## src/sv/tla_pkg.sv

```systemverilog
// ---------------------------------------------------------------------------
// tla_pkg
// Shared constants, codes and control structs of the typed lane allocator.
// ---------------------------------------------------------------------------
`timescale 1ns / 1ps

package tla_pkg;

  localparam int LANE_TOTAL = 16;
  localparam int LANE_W     = 4;
  localparam int COUNT_W    = $clog2(LANE_TOTAL + 1);
  localparam int TYPE_COUNT = 8;
  localparam int TYPE_W     = (TYPE_COUNT > 1) ? $clog2(TYPE_COUNT) : 1;
  localparam int BOX_W      = 8;
  localparam int IN_TYPE_W  = 8;
  localparam logic [BOX_W-1:0] LANE_LENGTH_RESET = 8'd8;

  typedef enum logic {
    FUNC_STORE   = 1'b0,
    FUNC_RELEASE = 1'b1
  } func_t;

  typedef enum logic [1:0] {
    STATUS_OK       = 2'd0,
    STATUS_BAD_TYPE = 2'd1,
    STATUS_NO_FREE  = 2'd2,
    STATUS_EMPTY    = 2'd3
  } status_t;

  // free lane queue request
  typedef struct packed {
    logic              pop;
    logic              push;
    logic [LANE_W-1:0] lane;
  } free_ctl_t;

  // per-type lane queue request
  typedef struct packed {
    logic              append;
    logic              remove;
    logic [LANE_W-1:0] lane;
  } type_ctl_t;

  // per-type lane queue view for the selected type
  typedef struct packed {
    logic [COUNT_W-1:0] count;
    logic [LANE_W-1:0]  first;
    logic [LANE_W-1:0]  last;
  } type_view_t;

  // box counter write
  typedef struct packed {
    logic              we;
    logic [LANE_W-1:0] lane;
    logic [BOX_W-1:0]  value;
  } box_wr_t;

endpackage

```

## src/sv/tla_free_queue.sv

```systemverilog
// ---------------------------------------------------------------------------
// tla_free_queue
// Circular queue of free lanes, holding every lane in order after reset.
// ---------------------------------------------------------------------------
`timescale 1ns / 1ps

module tla_free_queue (
  input  logic                      clk,
  input  logic                      rst,
  input  tla_pkg::free_ctl_t        ctl,
  output logic [tla_pkg::LANE_W-1:0] head_lane,
  output logic                      empty
);
  import tla_pkg::*;

  logic [LANE_W-1:0]  fifo [LANE_TOTAL];
  logic [LANE_W-1:0]  head;
  logic [COUNT_W-1:0] count;
  logic [LANE_W-1:0]  tail;

  assign tail      = head + count[LANE_W-1:0];
  assign head_lane = fifo[head];
  assign empty     = (count == '0);

  // pop from head, push at tail; never both in one cycle
  always_ff @(posedge clk) begin
    if (rst) begin
      for (int i = 0; i < LANE_TOTAL; i++) begin
        fifo[i] <= LANE_W'(i);
      end
      head  <= '0;
      count <= COUNT_W'(LANE_TOTAL);
    end else if (ctl.pop) begin
      head  <= head + 1'b1;
      count <= count - 1'b1;
    end else if (ctl.push) begin
      fifo[tail] <= ctl.lane;
      if (count < COUNT_W'(LANE_TOTAL)) begin
        count <= count + 1'b1;
      end
    end
  end

endmodule

```

## src/sv/tla_type_queue.sv

```systemverilog
// ---------------------------------------------------------------------------
// tla_type_queue
// Per-type lane queues kept as linked lists through a next-lane table.
// ---------------------------------------------------------------------------
`timescale 1ns / 1ps

module tla_type_queue (
  input  logic                       clk,
  input  logic                       rst,
  input  logic [tla_pkg::TYPE_W-1:0] idx,
  input  tla_pkg::type_ctl_t         ctl,
  output tla_pkg::type_view_t        view
);
  import tla_pkg::*;

  logic [COUNT_W-1:0] count [TYPE_COUNT];
  logic [LANE_W-1:0]  first [TYPE_COUNT];
  logic [LANE_W-1:0]  last  [TYPE_COUNT];
  // lane that follows each lane in its type's queue
  logic [LANE_W-1:0]  nxt   [LANE_TOTAL];

  logic [LANE_W-1:0]  sel_first;

  assign sel_first  = first[idx];
  assign view.count = count[idx];
  assign view.first = sel_first;
  assign view.last  = last[idx];

  // queue counts
  always_ff @(posedge clk) begin
    if (rst) begin
      for (int i = 0; i < TYPE_COUNT; i++) begin
        count[i] <= '0;
      end
    end else if (ctl.append) begin
      count[idx] <= count[idx] + 1'b1;
    end else if (ctl.remove) begin
      count[idx] <= count[idx] - 1'b1;
    end
  end

  // list pointers, meaningful only while the count is non-zero
  always_ff @(posedge clk) begin
    if (ctl.append) begin
      if (count[idx] == '0) begin
        first[idx] <= ctl.lane;
      end else begin
        nxt[last[idx]] <= ctl.lane;
      end
      last[idx] <= ctl.lane;
    end else if (ctl.remove) begin
      first[idx] <= nxt[sel_first];
    end
  end

endmodule

```

## src/sv/tla_box_count.sv

```systemverilog
// ---------------------------------------------------------------------------
// tla_box_count
// Box count of every lane, one read port and one write port.
// ---------------------------------------------------------------------------
`timescale 1ns / 1ps

module tla_box_count (
  input  logic                       clk,
  input  logic                       rst,
  input  logic [tla_pkg::LANE_W-1:0] rd_lane,
  input  tla_pkg::box_wr_t           wr,
  output logic [tla_pkg::BOX_W-1:0]  rd_count
);
  import tla_pkg::*;

  logic [BOX_W-1:0] boxes [LANE_TOTAL];

  assign rd_count = boxes[rd_lane];

  always_ff @(posedge clk) begin
    if (rst) begin
      for (int i = 0; i < LANE_TOTAL; i++) begin
        boxes[i] <= '0;
      end
    end else if (wr.we) begin
      boxes[wr.lane] <= wr.value;
    end
  end

endmodule

```

## src/sv/typed_lane_allocator_top.sv

```systemverilog
// ---------------------------------------------------------------------------
// typed_lane_allocator_top
// Lane allocator with a free lane queue and one lane queue per box type.
// ---------------------------------------------------------------------------
//  channel | dir | handshake          | payload
//  s_*     | in  | s_tvalid/s_tready  | request: type in tdata, func in tuser
//  m_*     | out | m_tvalid/m_tready  | result: lane, status, boxes in lane
//  cfg_*   | in  | cfg_valid/cfg_ready| lane capacity write, always ready
//
//  A request is registered in the input register, decided against the queue
//  and box count registers, and its result registered in the result
//  register, which raises m_tvalid; one request per cycle while no result stalls.
//  Reset (rst, synchronous) restores all lanes to the free queue in order,
//  empties every type queue, clears box counts and sets the capacity to 8.
//  A stalled result holds the input register; a new request is taken
//  whenever the input register empties or moves on in that cycle.
// ---------------------------------------------------------------------------
`timescale 1ns / 1ps

module typed_lane_allocator_top (
  input  logic        clk,
  input  logic        rst,
  input  logic        s_tvalid,
  output logic        s_tready,
  input  logic [7:0]  s_tdata,   // [7:0] box_type
  input  logic [0:0]  s_tuser,   // [0] func
  output logic        m_tvalid,
  input  logic        m_tready,
  output logic [15:0] m_tdata,   // [3:0] lane, [5:4] status,
                                 // [13:6] boxes_in_lane, [15:14] zero
  input  logic        cfg_valid,
  output logic        cfg_ready,
  input  logic [7:0]  cfg_data
);
  import tla_pkg::*;

  logic                 in_vld;
  func_t                in_func;
  logic [IN_TYPE_W-1:0] in_type;
  logic [BOX_W-1:0]     lane_cap;

  logic                 fire;
  logic [TYPE_W-1:0]    ti;
  logic                 type_ok;
  logic                 need_new;

  free_ctl_t            free_ctl;
  type_ctl_t            type_ctl;
  type_view_t           view;
  box_wr_t              box_wr;
  logic [LANE_W-1:0]    head_free;
  logic                 free_empty;
  logic [BOX_W-1:0]     last_boxes;

  logic [LANE_W-1:0]    res_lane_next;
  status_t              res_status_next;
  logic [BOX_W-1:0]     res_boxes_next;

  logic [LANE_W-1:0]    res_lane;
  status_t              res_status;
  logic [BOX_W-1:0]     res_boxes;

  // handshakes
  assign fire      = in_vld && (!m_tvalid || m_tready);
  assign s_tready  = !in_vld || fire;
  assign cfg_ready = 1'b1;

  // lane capacity register
  always_ff @(posedge clk) begin
    if (rst) begin
      lane_cap <= LANE_LENGTH_RESET;
    end else if (cfg_valid) begin
      lane_cap <= cfg_data;
    end
  end

  // input register
  always_ff @(posedge clk) begin
    if (rst) begin
      in_vld <= 1'b0;
    end else if (s_tready) begin
      in_vld <= s_tvalid;
    end
  end

  always_ff @(posedge clk) begin
    if (s_tready && s_tvalid) begin
      in_func <= func_t'(s_tuser[0]);
      in_type <= s_tdata;
    end
  end

  assign ti      = in_type[TYPE_W-1:0];
  assign type_ok = (in_type < IN_TYPE_W'(TYPE_COUNT));

  tla_free_queue u_free (
    .clk       (clk),
    .rst       (rst),
    .ctl       (free_ctl),
    .head_lane (head_free),
    .empty     (free_empty)
  );

  tla_type_queue u_type (
    .clk  (clk),
    .rst  (rst),
    .idx  (ti),
    .ctl  (type_ctl),
    .view (view)
  );

  tla_box_count u_boxes (
    .clk      (clk),
    .rst      (rst),
    .rd_lane  (view.last),
    .wr       (box_wr),
    .rd_count (last_boxes)
  );

  // newest lane is full, or the type has none yet
  assign need_new = (view.count == '0) || (last_boxes >= lane_cap);

  // request decision; a free lane always carries a zero box count
  always_comb begin
    free_ctl        = '0;
    type_ctl        = '0;
    box_wr          = '0;
    res_lane_next   = '0;
    res_status_next = STATUS_OK;
    res_boxes_next  = '0;
    if (!type_ok) begin
      res_status_next = STATUS_BAD_TYPE;
    end else if (in_func == FUNC_STORE) begin
      if (need_new) begin
        if (free_empty) begin
          res_status_next = STATUS_NO_FREE;
        end else begin
          free_ctl.pop    = fire;
          type_ctl.append = fire;
          type_ctl.lane   = head_free;
          res_lane_next   = head_free;
          res_boxes_next  = BOX_W'(1);
        end
      end else begin
        res_lane_next  = view.last;
        res_boxes_next = last_boxes + 1'b1;
      end
      box_wr.we    = fire && (res_status_next == STATUS_OK);
      box_wr.lane  = res_lane_next;
      box_wr.value = res_boxes_next;
    end else begin
      if (view.count == '0) begin
        res_status_next = STATUS_EMPTY;
      end else begin
        type_ctl.remove = fire;
        free_ctl.push   = fire;
        free_ctl.lane   = view.first;
        box_wr.we       = fire;
        box_wr.lane     = view.first;
        box_wr.value    = '0;
        res_lane_next   = view.first;
      end
    end
  end

  // result register
  always_ff @(posedge clk) begin
    if (rst) begin
      m_tvalid <= 1'b0;
    end else if (fire) begin
      m_tvalid <= 1'b1;
    end else if (m_tready) begin
      m_tvalid <= 1'b0;
    end
  end

  always_ff @(posedge clk) begin
    if (fire) begin
      res_lane   <= res_lane_next;
      res_status <= res_status_next;
      res_boxes  <= res_boxes_next;
    end
  end

  assign m_tdata = {2'b00, res_boxes, res_status, res_lane};

endmodule

```

## config.mk

```make
export PLATFORM = sky130hd
export DESIGN_NAME = typed_lane_allocator_top
export DESIGN_NICKNAME = d
export VERILOG_FILES = /design/src/sv/tla_pkg.sv /design/src/sv/tla_free_queue.sv /design/src/sv/tla_type_queue.sv /design/src/sv/tla_box_count.sv /design/src/sv/typed_lane_allocator_top.sv
export SDC_FILE = /design/constraint.sdc
export NUM_CORES = 1
export LEC_CHECK = 0
export BUFFER_PORTS_ARGS = -buffer_cell sky130_fd_sc_hd__buf_4
export CORE_MARGIN = 2
export CORE_UTILIZATION = 60
export DETAILED_ROUTE_END_ITERATION = 16
export PLACE_DENSITY = 0.77
export SLEW_MARGIN = 20
export SYNTH_ARGS = -nofsm -noshare
export SYNTH_HDL_FRONTEND = slang
export SYNTH_SLANG_ARGS = --single-unit
```

## constraint.sdc

```tcl
create_clock -name clk -period 8.9 [get_ports clk]
set_clock_uncertainty 0.05 [all_clocks]
set_input_delay 0.445 -clock clk [delete_from_list [all_inputs] [get_ports clk]]
set_output_delay 0.445 -clock clk [all_outputs]
set_load 0.005 [all_outputs]
```

==> summary.txt <==
Outcome
  – Outcome: completed

Layout
  – Share of post-route cells with drive strength above 1: 17.6%
  – Most frequent cells in the layout: edfxtp_1 (383), nor2_1 (223), nand2_1 (131)
  – Non-filler cells, final: 1791
  – Final layout net count: 1405
  – Commonest non-fill, non-tap cell in the layout: edfxtp_1
  – Syn-to-layout area delta: 10.2%
  – Number of diodes: 0
  – Fill cell count: 2121

Floorplan
  – Die height: 181 um
  – Die width: 181 um
  – Die area: 32600 um^2
  – Core area: 30700 um^2
  – # rows: 64
  – # IOs: 41
  – Initial core utilization: 61.0%

Min path
  – Hold Crit Class: primary input to flop
  – WHS Path Cells: 1

Detailed routing
  – Routed Antenna Nets: 0
  – Routed vias/inst: 6.40
  – Top layer in use: met4
  – Wirelength per Cell: 24.0 um
  – Final wirelength: 43.0 mm
  – DRT Pass-1 Iters: 8
  – Wl on met1: 17.2 mm
  – Via count: 11500
  – Metal3 WL: 3.78 mm
  – First DRT Iteration DRCs: 1557
  – DRC violations left: 0
  – WL met2: 20.6 mm

Synth
  – Yosys warning count: 0
  – Post-synth ARST share: 0%
  – Post-synthesis sequential area ratio: 64.2%
  – Distinct cell type count after synthesis: 74
  – Syn Inst Count: 1351
  – Post-synth EDFFs: 383
  – Yosys top cell area share: 61.5%
  – Synth Area per Inst: 13.9 um^2
  – Top_reg_cell synth: edfxtp_1
  – Post-synth top area cell: edfxtp_1
  – Mapped Area: 18700 um^2
  – Seq cells post-synth: 409
  – Synth area leaders: edfxtp_1 (61%), mux4_2 (8.1%), nor2_1 (4.5%)

Worst setup path
  – Worst setup SP type: flop
  – Worst path required time: 9.04 ns
  – Reg2reg path depth: 16
  – Cell family with the largest share of critical-path delay: compound AO/OA/AOI/OAI gates
  – Worst Path Buf+Inv: 2
  – Levels on crit path: 16
  – Setup Crit Path Kind: flop to flop
  – CP peak stage delay: 0.95 ns
  – CP arrival: 7.55 ns
  – Crit end category: flop
  – Slowest stage cell, crit path: mux4_2
  – Crit-path cells: mux2i_1 > mux4_2 > buf_4 > mux4_2 > a22oi_1 > nand2_2 > ha_1 > a21o_1 > a21o_1 > a21oi_1 > o21ai_0 > o21ai_0 > or2_1 > clkinv_1 > o21ai_2 > o21ai_0
  – Most frequent cell on the critical path: o21ai_0
  – Critical path peak fanout: 35

Clock network
  – Clock-pin slew on the worst setup and hold paths: 0.06 ns
  – Clk buf depth: 3
  – CTS HTree Levels: 2
  – Hold buffer count at CTS: 0
  – Clock latency at the later pin of the worst-skew pair: 0.54 ns
  – CTS Buf Count: 42
  – CTS resizes: 0
  – Clk root buf: clkbuf_16
  – Clock Sink Count: 409
  – # Post-CTS Setup Buffers: 0
  – CTS tree: done

STA
  – Min Tclk post-route: 7.41 ns
  – Final Hold Vio Count: 0
  – Slew HR: 26.0%
  – Crit share post-route: 83.2%
  – Fmax: 135 MHz
  – Worst-Margin Slew: 1.10 ns
  – Max-slew violations: 0
  – Setup Total Neg Slack: 0 ns
  – Count of final setup violators: 0
  – RSZ-0062 raised after global routing: false

GRT
  – Largest net degree at the start of global routing: 43
  – Congestion Overflow GR: 0
  – First-pass GRT wire length: 65.7 mm
  – GRT Overall Usage: 26.5%
  – Vias in the first global route: 11300
  – Initial antenna violation count: 0

Power
  – Highest ir drop seen on vdd: 150 uV
  – Power density over the cells: 201 nW/um^2
  – Leak pwr: 7.06 nW
  – Final Power: 4.16 mW

Placement
  – Placed Instances: 1714
  – Buffers on Ports: 37
  – Routability cong.: 0.888
  – Hpwl dp: 29.0 mm

Run
  – Max-cap violations: 0
## synthesized netlist by cell type, types with 7 or more instances
cell type,instances
ha_1,19
a211oi_1,11
clkbuf_1,36
xor2_1,7
o21ai_0,22
dfxtp_1,26
a21o_1,10
nand2_1,131
nor2b_1,11
mux4_2,67
mux2_2,19
nor4_2,10
a22oi_1,13
a21oi_1,24
or3_1,9
xnor2_1,12
nor4_1,28
inv_1,21
mux2i_1,61
o211ai_1,13
nor3_1,33
buf_4,9
buf_1,7
or2_2,13
edfxtp_1,383
buf_2,24
nand3_1,15
nor2_1,223
nand2b_1,17
## sequential cells by signal, indices dropped and copies added, names as in the netlist, named ones only
signal and flops:
u_free.fifo 64, m_tvalid 1, u_type.nxt 64, res_status 2
u_type.last 32, u_free.head 4, res_lane 4, u_free.count 5
res_boxes 8, in_type 8, u_type.count 40, u_boxes.boxes 128
lane_cap 8, in_vld 1, in_func 1, u_type.first 32
## power by group
part	switching (mW)	internal [mW]
Combinational	0.123	0.0697
Clock	0.708	1.11
Sequential	0.0213	2.13
## per-stage QoR
step / cell area [um^2] / hold slack (ns) / worst slack [ns] / utilization (%)
6_report: 20600 / 0.0328 / 1.49 / 67.3
4_1_cts: 20600 / 0.0207 / 1.24 / 67.2
3_5_place_dp: 19200 / 0.433 / 1.35 / 62.5
3_3_place_gp: 19200 / 0.427 / 1.56 / 62.5
2_1_floorplan: 18700 / 0.410 / 3.75 / -
5_1_grt: 20600 / 0.0225 / 0.949 / 67.3
## per-layer routing
layer	vias up	GRT usage, %
met2	578	42.7
met5	-	0
met1	5707	36.7
met4	0	8.77
li1	5075	-
met3	105	5.27
## final timing paths
kind	start	end	slack, ns
hold reg to reg	lane_cap[4]	lane_cap[4]	0.44
setup reg to reg	flop	u_type.count[5][1]	1.49
hold / removal	s_tdata[6]	in_type[6]	0.03
setup / recovery	flop	u_type.count[5][1]	1.49
## layout make-up
type,count,area (um^2),area share (%)
clock buffers,58,1220,5.94
clock inverters,19,216,1.05
multi-input cells,836,6220,30.1
repair buffers,48,360,1.75
inverters,25,93.8,0.455
flip-flops and latches,409,12000,58.3
well taps,396,495,2.40
## logic make-up (layout without fill, tap and decap cells)
kind of cell	count (synthesis)	count (layout)	share of synthesized area, %
AND/OR/NAND/NOR	529	529	13.5
flip-flops	409	409	64.2
multiplexers	149	149	12.7
AO/OA/AOI/OAI	112	112	4.06
buffers and inverters	107	150	2.73
XOR/XNOR	22	22	1.33
adder cells (fa/ha/maj)	21	21	1.48
other	2	3	0.0401
No activity file was read; power rests on OpenSTA's default activity.
